==> config.mk <==
export PLATFORM = sky130hd
export DESIGN_NAME = servo_current_stall_detector_unit_flat
export DESIGN_NICKNAME = d
export VERILOG_FILES = /design/src/rtl/scsd_pkg.sv /design/src/rtl/scsd_feed_if.sv /design/src/rtl/scsd_report_if.sv /design/src/rtl/scsd_cfg_if.sv /design/src/rtl/servo_current_stall_detector_unit.sv /design/src/flat_wrapper.sv
export SDC_FILE = /design/constraint.sdc
export NUM_CORES = 1
export LEC_CHECK = 0
export ABC_AREA = 1
export BUFFER_PORTS_ARGS = -buffer_cell sky130_fd_sc_hd__buf_2
export CAP_MARGIN = 20
export CELL_PAD_IN_SITES_DETAIL_PLACEMENT = 1
export CELL_PAD_IN_SITES_GLOBAL_PLACEMENT = 1
export CORE_MARGIN = 2
export CORE_UTILIZATION = 30
export CTS_CLUSTER_SIZE = 30
export DETAILED_ROUTE_END_ITERATION = 8
export GPL_TIMING_DRIVEN = 1
export PLACE_DENSITY_LB_ADDON = 0.3
export RECOVER_POWER = 50
export SETUP_SLACK_MARGIN = 0.02
export SYNTH_ARGS = -nofsm -noshare
export SYNTH_HDL_FRONTEND = slang
export SYNTH_SLANG_ARGS = --single-unit
==> constraint.sdc <==
create_clock -name clk -period 8.05 [get_ports clk]
set_clock_uncertainty 0.1 [all_clocks]
set_input_delay 2.0125 -clock clk [delete_from_list [all_inputs] [get_ports clk]]
set_output_delay 2.0125 -clock clk [all_outputs]
set_load 0.05 [all_outputs]
==> src/rtl/scsd_pkg.sv <==
`default_nettype none

package scsd_pkg;

    // Field widths fixed by the item formats.
    localparam int SAMPLE_W   = 10;
    localparam int CMD_W      = 8;
    localparam int LIMIT_W    = 10;
    localparam int TOL_W      = 11;
    localparam int PHASE_W    = 2;
    localparam int DIR_W      = 2;
    localparam int CFG_IDX_W  = 3;
    localparam int CFG_DATA_W = 11;

    // Datapath widths.
    // The scaled product (cur - nominal) * (tol_high - tol_low) stays below 2^21 in magnitude.
    localparam int PROD_W  = 22;
    localparam int TOLS_W  = PROD_W + 2;
    localparam int CMPS_W  = TOLS_W + 1;
    localparam int DEN_W   = 10;
    localparam int RD3_W   = SAMPLE_W + 2;

    // floor(s / 3) == (s * 43691) >> 17 for every s below 2^17.
    localparam int               RECIP3_W     = 16;
    localparam logic [RECIP3_W-1:0] RECIP3    = 16'd43691;
    localparam int               RECIP3_SHIFT = 17;

    localparam logic IN_OP_START  = 1'b0;
    localparam logic IN_OP_SAMPLE = 1'b1;

    localparam logic [PHASE_W-1:0] PH_WAIT    = 2'd0;
    localparam logic [PHASE_W-1:0] PH_MEASURE = 2'd1;
    localparam logic [PHASE_W-1:0] PH_DONE    = 2'd2;

    localparam logic [DIR_W-1:0] DIR_NONE  = 2'b00;
    localparam logic [DIR_W-1:0] DIR_OPEN  = 2'b01;
    localparam logic [DIR_W-1:0] DIR_CLOSE = 2'b11;

    localparam logic [CFG_IDX_W-1:0] REG_CENTER     = 3'd0;
    localparam logic [CFG_IDX_W-1:0] REG_THRESHOLD  = 3'd1;
    localparam logic [CFG_IDX_W-1:0] REG_NOMINAL    = 3'd2;
    localparam logic [CFG_IDX_W-1:0] REG_STALL_LOAD = 3'd3;
    localparam logic [CFG_IDX_W-1:0] REG_TOL_LOW    = 3'd4;
    localparam logic [CFG_IDX_W-1:0] REG_TOL_HIGH   = 3'd5;

    localparam logic [CMD_W-1:0]    CENTER_RESET     = 8'd90;
    localparam logic [SAMPLE_W-1:0] STALL_LOAD_RESET = 10'd1023;
    localparam logic [SAMPLE_W-1:0] THRESH_SKIP      = 10'd1;

    // Microcode.
    localparam int UPC_W = 4;
    typedef logic [UPC_W-1:0] upc_t;
    typedef logic [3:0]       uop_op_t;
    typedef logic [2:0]       uop_cond_t;

    typedef struct packed {
        uop_op_t   op;
        uop_cond_t cond;
        upc_t      target;
    } ucode_t;

    localparam uop_op_t UOP_NOP       = 4'd0;
    localparam uop_op_t UOP_CUR       = 4'd1;
    localparam uop_op_t UOP_MUL       = 4'd2;
    localparam uop_op_t UOP_DIVLD_TOL = 4'd3;
    localparam uop_op_t UOP_DIVSTEP   = 4'd4;
    localparam uop_op_t UOP_TOL       = 4'd5;
    localparam uop_op_t UOP_CMP       = 4'd6;
    localparam uop_op_t UOP_SEED      = 4'd7;
    localparam uop_op_t UOP_ACC       = 4'd8;
    localparam uop_op_t UOP_DIVLD_AVG = 4'd9;
    localparam uop_op_t UOP_AVG       = 4'd10;
    localparam uop_op_t UOP_EMIT      = 4'd11;

    localparam uop_cond_t COND_NEXT      = 3'd0;
    localparam uop_cond_t COND_ALWAYS    = 3'd1;
    localparam uop_cond_t COND_PREV_ZERO = 3'd2;
    localparam uop_cond_t COND_RANGE_EQ  = 3'd3;
    localparam uop_cond_t COND_DIV_BUSY  = 3'd4;

    localparam upc_t ST_ENTRY   = 4'd0;
    localparam upc_t ST_MUL     = 4'd1;
    localparam upc_t ST_DIVLD_T = 4'd2;
    localparam upc_t ST_DIV_T   = 4'd3;
    localparam upc_t ST_TOL     = 4'd4;
    localparam upc_t ST_CMP     = 4'd5;
    localparam upc_t ST_SEED    = 4'd6;
    localparam upc_t ST_ACC     = 4'd7;
    localparam upc_t ST_DIVLD_A = 4'd8;
    localparam upc_t ST_DIV_A   = 4'd9;
    localparam upc_t ST_AVG     = 4'd10;
    localparam upc_t ST_EMIT    = 4'd11;

    function automatic ucode_t ucode_rom(input upc_t pc);
        ucode_t w;
        w = '{UOP_NOP, COND_NEXT, ST_ENTRY};
        case (pc)
            ST_ENTRY:   w = '{UOP_CUR,       COND_PREV_ZERO, ST_SEED};
            ST_MUL:     w = '{UOP_MUL,       COND_RANGE_EQ,  ST_TOL};
            ST_DIVLD_T: w = '{UOP_DIVLD_TOL, COND_NEXT,      ST_ENTRY};
            ST_DIV_T:   w = '{UOP_DIVSTEP,   COND_DIV_BUSY,  ST_DIV_T};
            ST_TOL:     w = '{UOP_TOL,       COND_NEXT,      ST_ENTRY};
            ST_CMP:     w = '{UOP_CMP,       COND_ALWAYS,    ST_ACC};
            ST_SEED:    w = '{UOP_SEED,      COND_NEXT,      ST_ENTRY};
            ST_ACC:     w = '{UOP_ACC,       COND_NEXT,      ST_ENTRY};
            ST_DIVLD_A: w = '{UOP_DIVLD_AVG, COND_NEXT,      ST_ENTRY};
            ST_DIV_A:   w = '{UOP_DIVSTEP,   COND_DIV_BUSY,  ST_DIV_A};
            ST_AVG:     w = '{UOP_AVG,       COND_NEXT,      ST_ENTRY};
            ST_EMIT:    w = '{UOP_EMIT,      COND_NEXT,      ST_ENTRY};
            default:    w = '{UOP_NOP,       COND_ALWAYS,    ST_EMIT};
        endcase
        return w;
    endfunction

endpackage

`default_nettype wire

==> src/rtl/scsd_feed_if.sv <==
`default_nettype none

interface scsd_feed_if;
    logic                          valid;
    logic                          ready;
    logic                          op;
    logic [scsd_pkg::CMD_W-1:0]    drive_command;
    logic [scsd_pkg::LIMIT_W-1:0]  step_limit;
    logic                          stop_on_stall;
    logic [scsd_pkg::SAMPLE_W-1:0] reading_a;
    logic [scsd_pkg::SAMPLE_W-1:0] reading_b;
    logic [scsd_pkg::SAMPLE_W-1:0] reading_c;

    modport source (
        output valid, op, drive_command, step_limit, stop_on_stall,
               reading_a, reading_b, reading_c,
        input  ready
    );
    modport sink (
        input  valid, op, drive_command, step_limit, stop_on_stall,
               reading_a, reading_b, reading_c,
        output ready
    );
endinterface

`default_nettype wire

==> src/rtl/scsd_report_if.sv <==
`default_nettype none

interface scsd_report_if;
    logic                                valid;
    logic                                ready;
    logic [scsd_pkg::PHASE_W-1:0]        phase;
    logic [scsd_pkg::SAMPLE_W-1:0]       average_load;
    logic [scsd_pkg::SAMPLE_W-1:0]       peak_current;
    logic                                stall_seen;
    logic signed [scsd_pkg::DIR_W-1:0]   stall_direction;
    logic                                move_done;

    modport source (
        output valid, phase, average_load, peak_current, stall_seen,
               stall_direction, move_done,
        input  ready
    );
    modport sink (
        input  valid, phase, average_load, peak_current, stall_seen,
               stall_direction, move_done,
        output ready
    );
endinterface

`default_nettype wire

==> src/rtl/scsd_cfg_if.sv <==
`default_nettype none

interface scsd_cfg_if;
    logic                              valid;
    logic                              ready;
    logic [scsd_pkg::CFG_IDX_W-1:0]    index;
    logic [scsd_pkg::CFG_DATA_W-1:0]   data;

    modport source (output valid, index, data, input ready);
    modport sink   (input valid, index, data, output ready);
endinterface

`default_nettype wire

==> src/rtl/servo_current_stall_detector_unit.sv <==
`default_nettype none

// Channel   Direction  Payload                                           Transfer when
// feed      in         op, drive_command, step_limit, stop_on_stall,     valid && ready
//                      reading_a, reading_b, reading_c
// report    out        phase, average_load, peak_current, stall_seen,    valid && ready
//                      stall_direction, move_done
// cfg       in         index, data                                       valid && ready
//
// A start item or an unmeasured sample skips the microprogram and goes to its emit step.
// A measured sample runs the microprogram, which uses the shared one-bit-per-cycle divider
// once for the tolerance scaling and once for the running average; a seeding sample or a flat
// load range skips the first division.
// Reset (rst_n low) puts the move in the finished phase and loads the register defaults.
// The result register lets feed accept the next item while a result waits on report;
// the sequencer holds at its final step only if that register is still full.

module servo_current_stall_detector_unit #(
    parameter int MAX_STEPS = 512
) (
    input  wire logic          clk,
    input  wire logic          rst_n,
    scsd_feed_if.sink          feed,
    scsd_report_if.source      report,
    scsd_cfg_if.sink           cfg
);

    localparam int STEP_CAP = (MAX_STEPS < 1023) ? MAX_STEPS : 1023;
    localparam int STEP_W   = $clog2(STEP_CAP + 1);
    localparam int SUM_W    = scsd_pkg::SAMPLE_W + STEP_W;
    localparam int DIV_W    = (SUM_W > scsd_pkg::PROD_W) ? SUM_W : scsd_pkg::PROD_W;
    localparam int CNT_W    = $clog2(DIV_W + 1);

    localparam int SW  = scsd_pkg::SAMPLE_W;
    localparam int DW  = scsd_pkg::DEN_W;
    localparam int PW  = scsd_pkg::PROD_W;
    localparam int TW  = scsd_pkg::TOLS_W;
    localparam int CW  = scsd_pkg::CMPS_W;

    // Configuration registers.
    logic [scsd_pkg::CMD_W-1:0]        center_reg;
    logic [SW-1:0]                     threshold_reg;
    logic [SW-1:0]                     nominal_reg;
    logic [SW-1:0]                     stall_load_reg;
    logic signed [scsd_pkg::TOL_W-1:0] tol_low_reg;
    logic signed [scsd_pkg::TOL_W-1:0] tol_high_reg;

    // Move state.
    logic [scsd_pkg::PHASE_W-1:0] phase_reg, phase_next;
    logic [SW-1:0]                prev_reg, prev_next;
    logic [SW-1:0]                peak_reg, peak_next;
    logic [SUM_W-1:0]             load_sum_reg, load_sum_next;
    logic [STEP_W-1:0]            steps_taken_reg, steps_taken_next;
    logic [STEP_W-1:0]            steps_wanted_reg, steps_wanted_next;
    logic [scsd_pkg::CMD_W-1:0]   move_cmd_reg, move_cmd_next;
    logic                         stall_en_reg, stall_en_next;
    logic [scsd_pkg::DIR_W-1:0]   stall_dir_reg, stall_dir_next;
    logic                         stall_bit_reg, stall_bit_next;
    logic [SW-1:0]                average_reg, average_next;
    logic                         done_reg, done_next;

    // Sequencer.
    logic                 busy_reg, busy_next;
    scsd_pkg::upc_t       step_reg, step_next;
    logic [CNT_W-1:0]     div_cnt_reg, div_cnt_next;
    logic                 out_valid_reg, out_valid_next;
    scsd_pkg::ucode_t     uop;
    logic                 take_jump;

    // Datapath registers.
    logic [SW-1:0]        read_a_reg, read_b_reg, read_c_reg;
    logic [SW-1:0]        cur_reg;
    logic [PW-1:0]        prod_mag_reg;
    logic                 neg_reg;
    logic [DW-1:0]        den_mag_reg;
    logic [DIV_W-1:0]     quo_reg;
    logic [DW-1:0]        rem_reg;
    logic [DW-1:0]        divisor_reg;
    logic signed [TW-1:0] tol_reg;

    // Result register payload.
    logic [scsd_pkg::PHASE_W-1:0] out_phase_reg;
    logic [SW-1:0]                out_avg_reg;
    logic [SW-1:0]                out_peak_reg;
    logic                         out_stall_reg;
    logic [scsd_pkg::DIR_W-1:0]   out_dir_reg;
    logic                         out_done_reg;

    logic                         accept;
    logic                         emit_fire;
    logic [scsd_pkg::RD3_W-1:0]   read_sum;
    logic [scsd_pkg::RD3_W+scsd_pkg::RECIP3_W-1:0] recip_prod;
    logic signed [SW:0]           diff_cur;
    logic signed [SW:0]           diff_den;
    logic signed [scsd_pkg::TOL_W:0] diff_tol;
    logic signed [2*SW+2:0]       prod_full;
    logic [DW:0]                  trial;
    logic                         trial_ge;
    logic signed [TW-1:0]         quot_s;
    logic signed [CW-1:0]         drop_sum;

    assign accept    = feed.valid && feed.ready;
    assign feed.ready = !busy_reg;
    assign cfg.ready = 1'b1;
    assign uop       = scsd_pkg::ucode_rom(step_reg);
    assign emit_fire = busy_reg && (uop.op == scsd_pkg::UOP_EMIT)
                       && (!out_valid_reg || report.ready);

    // Average of three readings by reciprocal multiplication.
    assign read_sum   = scsd_pkg::RD3_W'(read_a_reg) + scsd_pkg::RD3_W'(read_b_reg)
                        + scsd_pkg::RD3_W'(read_c_reg);
    assign recip_prod = (scsd_pkg::RD3_W + scsd_pkg::RECIP3_W)'(read_sum)
                        * (scsd_pkg::RD3_W + scsd_pkg::RECIP3_W)'(scsd_pkg::RECIP3);

    assign diff_cur  = $signed({1'b0, cur_reg}) - $signed({1'b0, nominal_reg});
    assign diff_den  = $signed({1'b0, stall_load_reg}) - $signed({1'b0, nominal_reg});
    assign diff_tol  = $signed({tol_high_reg[scsd_pkg::TOL_W-1], tol_high_reg})
                       - $signed({tol_low_reg[scsd_pkg::TOL_W-1], tol_low_reg});
    assign prod_full = (2*SW+3)'(diff_cur) * (2*SW+3)'(diff_tol);

    // One restoring division step.
    assign trial    = {rem_reg, quo_reg[DIV_W-1]};
    assign trial_ge = trial >= {1'b0, divisor_reg};

    assign quot_s   = $signed({{(TW-PW){1'b0}}, quo_reg[PW-1:0]});
    assign drop_sum = CW'($signed({1'b0, prev_reg})) - CW'($signed({1'b0, cur_reg}))
                      + CW'(tol_reg);

    always_comb
    begin
        case (uop.cond)
            scsd_pkg::COND_NEXT:      take_jump = 1'b0;
            scsd_pkg::COND_ALWAYS:    take_jump = 1'b1;
            scsd_pkg::COND_PREV_ZERO: take_jump = (prev_reg == '0);
            scsd_pkg::COND_RANGE_EQ:  take_jump = (nominal_reg == stall_load_reg);
            scsd_pkg::COND_DIV_BUSY:  take_jump = (div_cnt_reg != CNT_W'(1));
            default:                  take_jump = 1'b0;
        endcase
    end

    always_comb
    begin
        phase_next        = phase_reg;
        prev_next         = prev_reg;
        peak_next         = peak_reg;
        load_sum_next     = load_sum_reg;
        steps_taken_next  = steps_taken_reg;
        steps_wanted_next = steps_wanted_reg;
        move_cmd_next     = move_cmd_reg;
        stall_en_next     = stall_en_reg;
        stall_dir_next    = stall_dir_reg;
        stall_bit_next    = stall_bit_reg;
        average_next      = average_reg;
        done_next         = done_reg;
        busy_next         = busy_reg;
        step_next         = step_reg;
        div_cnt_next      = div_cnt_reg;
        out_valid_next    = out_valid_reg && !report.ready;

        if (accept)
        begin
            busy_next = 1'b1;
            step_next = scsd_pkg::ST_EMIT;
            done_next = 1'b0;
            if (feed.op == scsd_pkg::IN_OP_START)
            begin
                move_cmd_next = feed.drive_command;
                if (32'(feed.step_limit) > 32'(STEP_CAP))
                begin
                    steps_wanted_next = STEP_W'(STEP_CAP);
                end
                else
                begin
                    steps_wanted_next = feed.step_limit[STEP_W-1:0];
                end
                stall_en_next    = feed.stop_on_stall;
                prev_next        = '0;
                peak_next        = '0;
                load_sum_next    = '0;
                steps_taken_next = '0;
                stall_dir_next   = scsd_pkg::DIR_NONE;
                average_next     = '0;
                stall_bit_next   = 1'b0;
                if (threshold_reg <= scsd_pkg::THRESH_SKIP)
                begin
                    phase_next = scsd_pkg::PH_MEASURE;
                    if (steps_wanted_next == '0)
                    begin
                        phase_next = scsd_pkg::PH_DONE;
                        done_next  = 1'b1;
                    end
                end
                else
                begin
                    phase_next = scsd_pkg::PH_WAIT;
                end
            end
            else
            begin
                case (phase_reg)
                    scsd_pkg::PH_WAIT:
                    begin
                        if (feed.reading_a >= threshold_reg)
                        begin
                            phase_next = scsd_pkg::PH_MEASURE;
                            if (steps_wanted_reg == '0)
                            begin
                                phase_next = scsd_pkg::PH_DONE;
                                done_next  = 1'b1;
                            end
                        end
                    end
                    scsd_pkg::PH_MEASURE:
                    begin
                        step_next = scsd_pkg::ST_ENTRY;
                    end
                    default:
                    begin
                        done_next = 1'b0;
                    end
                endcase
            end
        end
        else if (busy_reg)
        begin
            step_next = take_jump ? uop.target : step_reg + scsd_pkg::UPC_W'(1);
            case (uop.op)
                scsd_pkg::UOP_DIVLD_TOL, scsd_pkg::UOP_DIVLD_AVG:
                begin
                    div_cnt_next = CNT_W'(DIV_W);
                end
                scsd_pkg::UOP_DIVSTEP:
                begin
                    div_cnt_next = div_cnt_reg - CNT_W'(1);
                end
                scsd_pkg::UOP_CMP:
                begin
                    if (cur_reg > peak_reg)
                    begin
                        peak_next = cur_reg;
                    end
                    prev_next = cur_reg;
                    if (stall_en_reg && drop_sum[CW-1])
                    begin
                        stall_bit_next = 1'b1;
                        if (move_cmd_reg < center_reg)
                        begin
                            stall_dir_next = scsd_pkg::DIR_OPEN;
                        end
                        else if (move_cmd_reg > center_reg)
                        begin
                            stall_dir_next = scsd_pkg::DIR_CLOSE;
                        end
                    end
                end
                scsd_pkg::UOP_SEED:
                begin
                    prev_next = cur_reg;
                end
                scsd_pkg::UOP_ACC:
                begin
                    load_sum_next    = load_sum_reg + SUM_W'(prev_reg);
                    steps_taken_next = steps_taken_reg + STEP_W'(1);
                end
                scsd_pkg::UOP_AVG:
                begin
                    average_next = quo_reg[SW-1:0];
                    if (stall_bit_reg || (steps_taken_reg >= steps_wanted_reg))
                    begin
                        phase_next = scsd_pkg::PH_DONE;
                        done_next  = 1'b1;
                    end
                end
                scsd_pkg::UOP_EMIT:
                begin
                    step_next = step_reg;
                    if (emit_fire)
                    begin
                        busy_next      = 1'b0;
                        out_valid_next = 1'b1;
                    end
                end
                default:
                begin
                end
            endcase
        end
    end

    always_ff @(posedge clk or negedge rst_n)
    begin
        if (!rst_n)
        begin
            center_reg     <= scsd_pkg::CENTER_RESET;
            threshold_reg  <= '0;
            nominal_reg    <= '0;
            stall_load_reg <= scsd_pkg::STALL_LOAD_RESET;
            tol_low_reg    <= '0;
            tol_high_reg   <= '0;
        end
        else if (cfg.valid && cfg.ready)
        begin
            case (cfg.index)
                scsd_pkg::REG_CENTER:     center_reg     <= cfg.data[scsd_pkg::CMD_W-1:0];
                scsd_pkg::REG_THRESHOLD:  threshold_reg  <= cfg.data[SW-1:0];
                scsd_pkg::REG_NOMINAL:    nominal_reg    <= cfg.data[SW-1:0];
                scsd_pkg::REG_STALL_LOAD: stall_load_reg <= cfg.data[SW-1:0];
                scsd_pkg::REG_TOL_LOW:    tol_low_reg    <= $signed(cfg.data);
                scsd_pkg::REG_TOL_HIGH:   tol_high_reg   <= $signed(cfg.data);
                default:
                begin
                end
            endcase
        end
    end

    always_ff @(posedge clk or negedge rst_n)
    begin
        if (!rst_n)
        begin
            phase_reg        <= scsd_pkg::PH_DONE;
            prev_reg         <= '0;
            peak_reg         <= '0;
            load_sum_reg     <= '0;
            steps_taken_reg  <= '0;
            steps_wanted_reg <= '0;
            move_cmd_reg     <= '0;
            stall_en_reg     <= 1'b0;
            stall_dir_reg    <= scsd_pkg::DIR_NONE;
            stall_bit_reg    <= 1'b0;
            average_reg      <= '0;
            done_reg         <= 1'b0;
            busy_reg         <= 1'b0;
            step_reg         <= scsd_pkg::ST_ENTRY;
            div_cnt_reg      <= '0;
            out_valid_reg    <= 1'b0;
        end
        else
        begin
            phase_reg        <= phase_next;
            prev_reg         <= prev_next;
            peak_reg         <= peak_next;
            load_sum_reg     <= load_sum_next;
            steps_taken_reg  <= steps_taken_next;
            steps_wanted_reg <= steps_wanted_next;
            move_cmd_reg     <= move_cmd_next;
            stall_en_reg     <= stall_en_next;
            stall_dir_reg    <= stall_dir_next;
            stall_bit_reg    <= stall_bit_next;
            average_reg      <= average_next;
            done_reg         <= done_next;
            busy_reg         <= busy_next;
            step_reg         <= step_next;
            div_cnt_reg      <= div_cnt_next;
            out_valid_reg    <= out_valid_next;
        end
    end

    // Datapath driven by the current control word.
    always_ff @(posedge clk)
    begin
        if (accept)
        begin
            read_a_reg <= feed.reading_a;
            read_b_reg <= feed.reading_b;
            read_c_reg <= feed.reading_c;
        end
        if (busy_reg)
        begin
            case (uop.op)
                scsd_pkg::UOP_CUR:
                begin
                    cur_reg <= recip_prod[scsd_pkg::RECIP3_SHIFT +: SW];
                end
                scsd_pkg::UOP_MUL:
                begin
                    prod_mag_reg <= prod_full[2*SW+2] ? PW'(-prod_full) : PW'(prod_full);
                    neg_reg      <= prod_full[2*SW+2] ^ diff_den[SW];
                    den_mag_reg  <= diff_den[SW] ? DW'(-diff_den) : DW'(diff_den);
                end
                scsd_pkg::UOP_DIVLD_TOL:
                begin
                    quo_reg     <= DIV_W'(prod_mag_reg);
                    rem_reg     <= '0;
                    divisor_reg <= den_mag_reg;
                end
                scsd_pkg::UOP_DIVLD_AVG:
                begin
                    quo_reg     <= DIV_W'(load_sum_reg);
                    rem_reg     <= '0;
                    divisor_reg <= DW'(steps_taken_reg);
                end
                scsd_pkg::UOP_DIVSTEP:
                begin
                    rem_reg <= trial_ge ? DW'(trial - {1'b0, divisor_reg}) : trial[DW-1:0];
                    quo_reg <= {quo_reg[DIV_W-2:0], trial_ge};
                end
                scsd_pkg::UOP_TOL:
                begin
                    if (nominal_reg == stall_load_reg)
                    begin
                        tol_reg <= TW'(tol_low_reg);
                    end
                    else
                    begin
                        tol_reg <= (neg_reg ? -quot_s : quot_s) + TW'(tol_low_reg);
                    end
                end
                default:
                begin
                end
            endcase
        end
        if (emit_fire)
        begin
            out_phase_reg <= phase_reg;
            out_avg_reg   <= average_reg;
            out_peak_reg  <= peak_reg;
            out_stall_reg <= stall_bit_reg;
            out_dir_reg   <= stall_dir_reg;
            out_done_reg  <= done_reg;
        end
    end

    assign report.valid           = out_valid_reg;
    assign report.phase           = out_phase_reg;
    assign report.average_load    = out_avg_reg;
    assign report.peak_current    = out_peak_reg;
    assign report.stall_seen      = out_stall_reg;
    assign report.stall_direction = $signed(out_dir_reg);
    assign report.move_done       = out_done_reg;

    // The microprogram never runs past its final step.
    a_step_range: assert property (@(posedge clk) disable iff (!rst_n)
        busy_reg |-> (step_reg <= scsd_pkg::ST_EMIT))
        else $error("sequencer step out of program");

    // A stall direction is only recorded together with the stall flag.
    a_dir_needs_stall: assert property (@(posedge clk) disable iff (!rst_n)
        (stall_dir_reg != scsd_pkg::DIR_NONE) |-> stall_bit_reg)
        else $error("stall direction without stall");

    // Measured samples never overrun the requested count.
    a_steps_bound: assert property (@(posedge clk) disable iff (!rst_n)
        steps_taken_reg <= steps_wanted_reg)
        else $error("step count overrun");

    // The divider has finished whenever its quotient is consumed.
    a_div_finished: assert property (@(posedge clk) disable iff (!rst_n)
        (busy_reg && ((uop.op == scsd_pkg::UOP_TOL) || (uop.op == scsd_pkg::UOP_AVG)))
        |-> (div_cnt_reg == '0))
        else $error("quotient used before division finished");

    // A new result only appears at the end of a sequencer run.
    a_result_source: assert property (@(posedge clk) disable iff (!rst_n)
        $rose(report.valid) |-> $past(busy_reg))
        else $error("result without a finished item");

endmodule

`default_nettype wire
==> src/flat_wrapper.sv <==
// flat-port wrapper written by rule: the top's interface ports become plain ports
module servo_current_stall_detector_unit_flat 
#(
    parameter int MAX_STEPS = 512
)
  (clk, rst_n, feed_valid, feed_op, feed_drive_command, feed_step_limit, feed_stop_on_stall, feed_reading_a, feed_reading_b, feed_reading_c, feed_ready, report_valid, report_phase, report_average_load, report_peak_current, report_stall_seen, report_stall_direction, report_move_done, report_ready, cfg_valid, cfg_index, cfg_data, cfg_ready);
  scsd_feed_if feed_i ();
  scsd_report_if report_i ();
  scsd_cfg_if cfg_i ();
  input  wire logic clk;
  input  wire logic rst_n;
  input wire logic [$bits(feed_i.valid)-1:0] feed_valid;
  input wire logic [$bits(feed_i.op)-1:0] feed_op;
  input wire logic [$bits(feed_i.drive_command)-1:0] feed_drive_command;
  input wire logic [$bits(feed_i.step_limit)-1:0] feed_step_limit;
  input wire logic [$bits(feed_i.stop_on_stall)-1:0] feed_stop_on_stall;
  input wire logic [$bits(feed_i.reading_a)-1:0] feed_reading_a;
  input wire logic [$bits(feed_i.reading_b)-1:0] feed_reading_b;
  input wire logic [$bits(feed_i.reading_c)-1:0] feed_reading_c;
  output wire logic [$bits(feed_i.ready)-1:0] feed_ready;
  output wire logic [$bits(report_i.valid)-1:0] report_valid;
  output wire logic [$bits(report_i.phase)-1:0] report_phase;
  output wire logic [$bits(report_i.average_load)-1:0] report_average_load;
  output wire logic [$bits(report_i.peak_current)-1:0] report_peak_current;
  output wire logic [$bits(report_i.stall_seen)-1:0] report_stall_seen;
  output wire logic [$bits(report_i.stall_direction)-1:0] report_stall_direction;
  output wire logic [$bits(report_i.move_done)-1:0] report_move_done;
  input wire logic [$bits(report_i.ready)-1:0] report_ready;
  input wire logic [$bits(cfg_i.valid)-1:0] cfg_valid;
  input wire logic [$bits(cfg_i.index)-1:0] cfg_index;
  input wire logic [$bits(cfg_i.data)-1:0] cfg_data;
  output wire logic [$bits(cfg_i.ready)-1:0] cfg_ready;
  assign feed_i.valid = feed_valid;
  assign feed_i.op = feed_op;
  assign feed_i.drive_command = feed_drive_command;
  assign feed_i.step_limit = feed_step_limit;
  assign feed_i.stop_on_stall = feed_stop_on_stall;
  assign feed_i.reading_a = feed_reading_a;
  assign feed_i.reading_b = feed_reading_b;
  assign feed_i.reading_c = feed_reading_c;
  assign feed_ready = feed_i.ready;
  assign report_valid = report_i.valid;
  assign report_phase = report_i.phase;
  assign report_average_load = report_i.average_load;
  assign report_peak_current = report_i.peak_current;
  assign report_stall_seen = report_i.stall_seen;
  assign report_stall_direction = report_i.stall_direction;
  assign report_move_done = report_i.move_done;
  assign report_i.ready = report_ready;
  assign cfg_i.valid = cfg_valid;
  assign cfg_i.index = cfg_index;
  assign cfg_i.data = cfg_data;
  assign cfg_ready = cfg_i.ready;
  servo_current_stall_detector_unit #(.MAX_STEPS(MAX_STEPS)) u_core (.clk(clk), .rst_n(rst_n), .feed(feed_i), .report(report_i), .cfg(cfg_i));
endmodule
==> flow_metrics.py <==
metrics = {
    "outcome": {
        "status": "finished with violations",
        "failed_checks": "capacitance limit, slew limit",
    },
    "global_route": {
        "track_usage_pct": 18.1,
        "grt_pass1_vias": 25000,
        "grt_overflow": 0,
        "antenna_found_initial": 0,
        "grt_max_degree": 65,
        "grt_first_pass_wirelength_um": 141000,
    },
    "finish": {
        "seq_area_sq_um": 8880,
        "largest_reg_flops": 24,
        "nets": 4163,
        "n_fill_cell": 11400,
        "syn_to_final_growth_pct": 11.8,
        "drive_gt1_share_pct": 6.03,
        "final_cells": 4911,
        "multi_input_area_sq_um": 17000,
        "n_antenna_cell": 0,
    },
    "clocking": {
        "cts_tree": "yes",
        "clk_pin_slew_worst_paths_ns": 0.06,
        "insertion_delay_ns": 0.58,
        "cts_buffers": 40,
        "cts_max_level": 2,
        "ctsRootBufferMaster": "clkbuf_16",
        "hold_buffers": 0,
        "cts_buffer_depth": 3,
        "cts_sinks": 321,
    },
    "sta": {
        "tightest_slew_ns": 4.00,
        "holdWs_ns": 0.351,
        "setup_viol": 0,
        "relSlewSlack_pct": -166,
        "fin_crit_sh_pct": 93.9,
        "clock.fmax_mhz": 132,
        "drv_slew": 187,
        "rsz0062_at_grt": "yes",
        "hold_viol": 0,
        "fin_ws_ns": 0.492,
        "fin_crit_ns": 7.56,
    },
    "synth": {
        "synth_area_leaders": "edfxtp_1 (17%), ha_1 (13%), fa_1 (13%)",
        "synth_top_family_by_area": "adder cells",
        "synth_compound_area_share_pct": 10.6,
        "syn_area_per_cell_sq_um": 8.19,
        "ys_types": 61,
        "netlist_instances": 3494,
        "muxShareOfSynthArea_pct": 0.0394,
        "yosysTopAreaCell": "edfxtp_1",
        "yosysTopAreaCellShare_pct": 17.3,
        "yosys_warnings": 0,
        "yosys.area_share.simple_pct": 19.1,
        "synth_edf_count": 165,
        "seq_area_frac_synth_pct": 31.0,
        "synth_area_sq_um": 28600,
        "syn_nets": 4041,
        "async_reset_ff_share_pct": 48.6,
        "synth-xor-area-share_pct": 3.97,
        "synth-seq-cells": 321,
        "ys.flop_type": "edfxtp_1",
        "synth-adder-area-share_pct": 25.6,
    },
    "floorplan": {
        "die_area_sq_um": 97800,
        "std_cell_rows": 113,
        "die_w_um": 313,
        "coreArea_sq_um": 94700,
        "die_y_um": 313,
        "initial_core_util_pct": 30.2,
        "io_pins": 98,
    },
    "critical_path": {
        "reg2reg_to": "u_core.prod_mag_reg[13]$_DFFE_PP_",
        "rr_worst_depth": 30,
        "ff2ff_setup_slack_ns": 0.49,
        "critPathLaunchType": "flip-flop",
        "arrival_ns": 7.76,
        "critPathTopFamily": "adder cells",
        "r2r-start": "u_core.tol_low_reg[2]$_DFFE_PN0P_",
        "crit_required_ns": 8.25,
        "cp_max_fo": 9,
        "crit_type": "reg -> reg",
        "slowest_delay_ns": 0.57,
        "critPathBufInv": 6,
        "cp-end-kind": "flip-flop",
        "worst_path_max_delay_cell": "fa_1",
    },
    "route": {
        "top_layer_used": "met4",
        "via_per_inst": 4.79,
        "route.met2.wl_um": 41100,
        "antenna_left": 0,
        "wl_met3_um": 2600,
        "m1WireLength_um": 41800,
        "wire_per_inst_um": 17.7,
        "drt_iter0_drc": 1351,
        "post-route-drc-count": 0,
        "vias": 23500,
        "drtPass1Iterations": 5,
        "drt-total-wl_um": 87100,
    },
    "placement": {
        "place_congestion": 0.871,
        "place_inst": 4835,
        "hpwl_um": 71700,
        "portBuffers": 96,
        "place_ws_ns": 0.367,
    },
    "flow_run": {
        "cap_violations": 4,
    },
    "hold_path": {
        "hp-start": "u_core.average_reg[3]$_DFFE_PN0P_",
        "hold_end": "u_core.report.average_load[3]$_DFFE_PP_",
        "hp-class": "reg -> reg",
        "whs_path_depth": 0,
    },
}
## synth_stat cells, drive strengths merged, types with 3 or more instances
library cell and number:
fa 180, o31ai 7, o21a 9, nor4 11
edfxtp 165, o22ai 20, buf 17, a31oi 9
nand3b 10, a21oi 183, inv 669, o221ai 18
nor3 46, a21boi 4, clkinv 3, ha 298
clkbuf 34, nand3 150, o21bai 11, a22oi 3
a21o 10, o21ai 228, xnor2 28, a211oi 6
dfrtp 141, o211ai 14, nand2 743, dfstp 15
nor2 275, nand4 53, o2111ai 6, xor2 100
or2 13
## cell usage in the layout (no fill, tap or decap), types with 19 or more instances in the layout
cell type and n:
inv_1 665, edfxtp_1 165, nand3_1 148, nand2_1 739, a21oi_1 179, fa_1 179, xnor2_1 26, clkbuf_16 40
buf_4 29, o21ai_0 211, clkbuf_1 36, o22ai_1 19, xor2_1 99, nor2_1 271, dfrtp_1 141, buf_2 77
nor3_1 44, ha_1 298, nand4_1 53
## routing by layer
metal	up-vias	track usage [%]
met2	314	30.5
met1	11600	25.2
met4	0	3.66
met3	70	1.67
li1	11600	-
met5	-	0
## kinds of logic (layout without fill, tap and decap cells)
logic type / count (synthesis) / in the layout
other: 1 / 1
xor gates and xnor gates: 128 / 128
muxes: 1 / 1
and+or+nand+nor: 1307 / 1307
buffers and inverters: 723 / 875
adders and majority gates: 478 / 478
AOI/OAI and AO/OA: 535 / 535
DFF: 321 / 321
## how the worst max path moves through the flow
stage	start	endpoint	slack [ns]	cells after the start
finish	u_core.tol_low_reg[2]$_DFFE_PN0P_	u_core.prod_mag_reg[13]$_DFFE_PP_	0.49	30
global route	u_core.tol_low_reg[5]$_DFFE_PN0P_	u_core.prod_mag_reg[13]$_DFFE_PP_	-0.01	30
CTS	u_core.read_b_reg[2]$_DFFE_PP_	u_core.cur_reg[6]$_DFFE_PP_	0.32	36
detailed placement	u_core.tol_low_reg[2]$_DFFE_PN0P_	u_core.prod_mag_reg[11]$_DFFE_PP_	0.37	31
global placement	u_core.cur_reg[2]$_DFFE_PP_	u_core.prod_mag_reg[12]$_DFFE_PP_	0.41	25
floorplan	u_core.tol_low_reg[10]$_DFFE_PN0P_	u_core.prod_mag_reg[12]$_DFFE_PP_	1.14	25
## per-stage QoR
stage / utilization (%) / area [sq um] / setup TNS [ns]
final: 33.8 / 32000 / 0
after global routing: 33.8 / 32000 / -0.00987
after CTS: 33.8 / 32000 / 0
after detailed placement: 32.4 / 30700 / 0
after global placement: 32.4 / 30700 / 0
after floorplan: - / 28600 / 0
## layout make-up
type	instances	share of cell area [%]
Multi-Input combinational cell	2450	53.1
Sequential cell	321	27.7
Inverter	672	7.88
Tap cell	1265	4.95
Clock buffer	55	3.40
Timing Repair Buffer	131	2.18
Clock inverter	17	0.708
## what timing repair did
item	4_1_cts	5_1_grt
endpoints found under the setup margin	0	18
buffers inserted	0	3
resized for setup	0	10
hold endpoints to repair	0	0
Power is not shown: default switching activity piles up to over one toggle a cycle in this logic, so the estimate is an artifact.
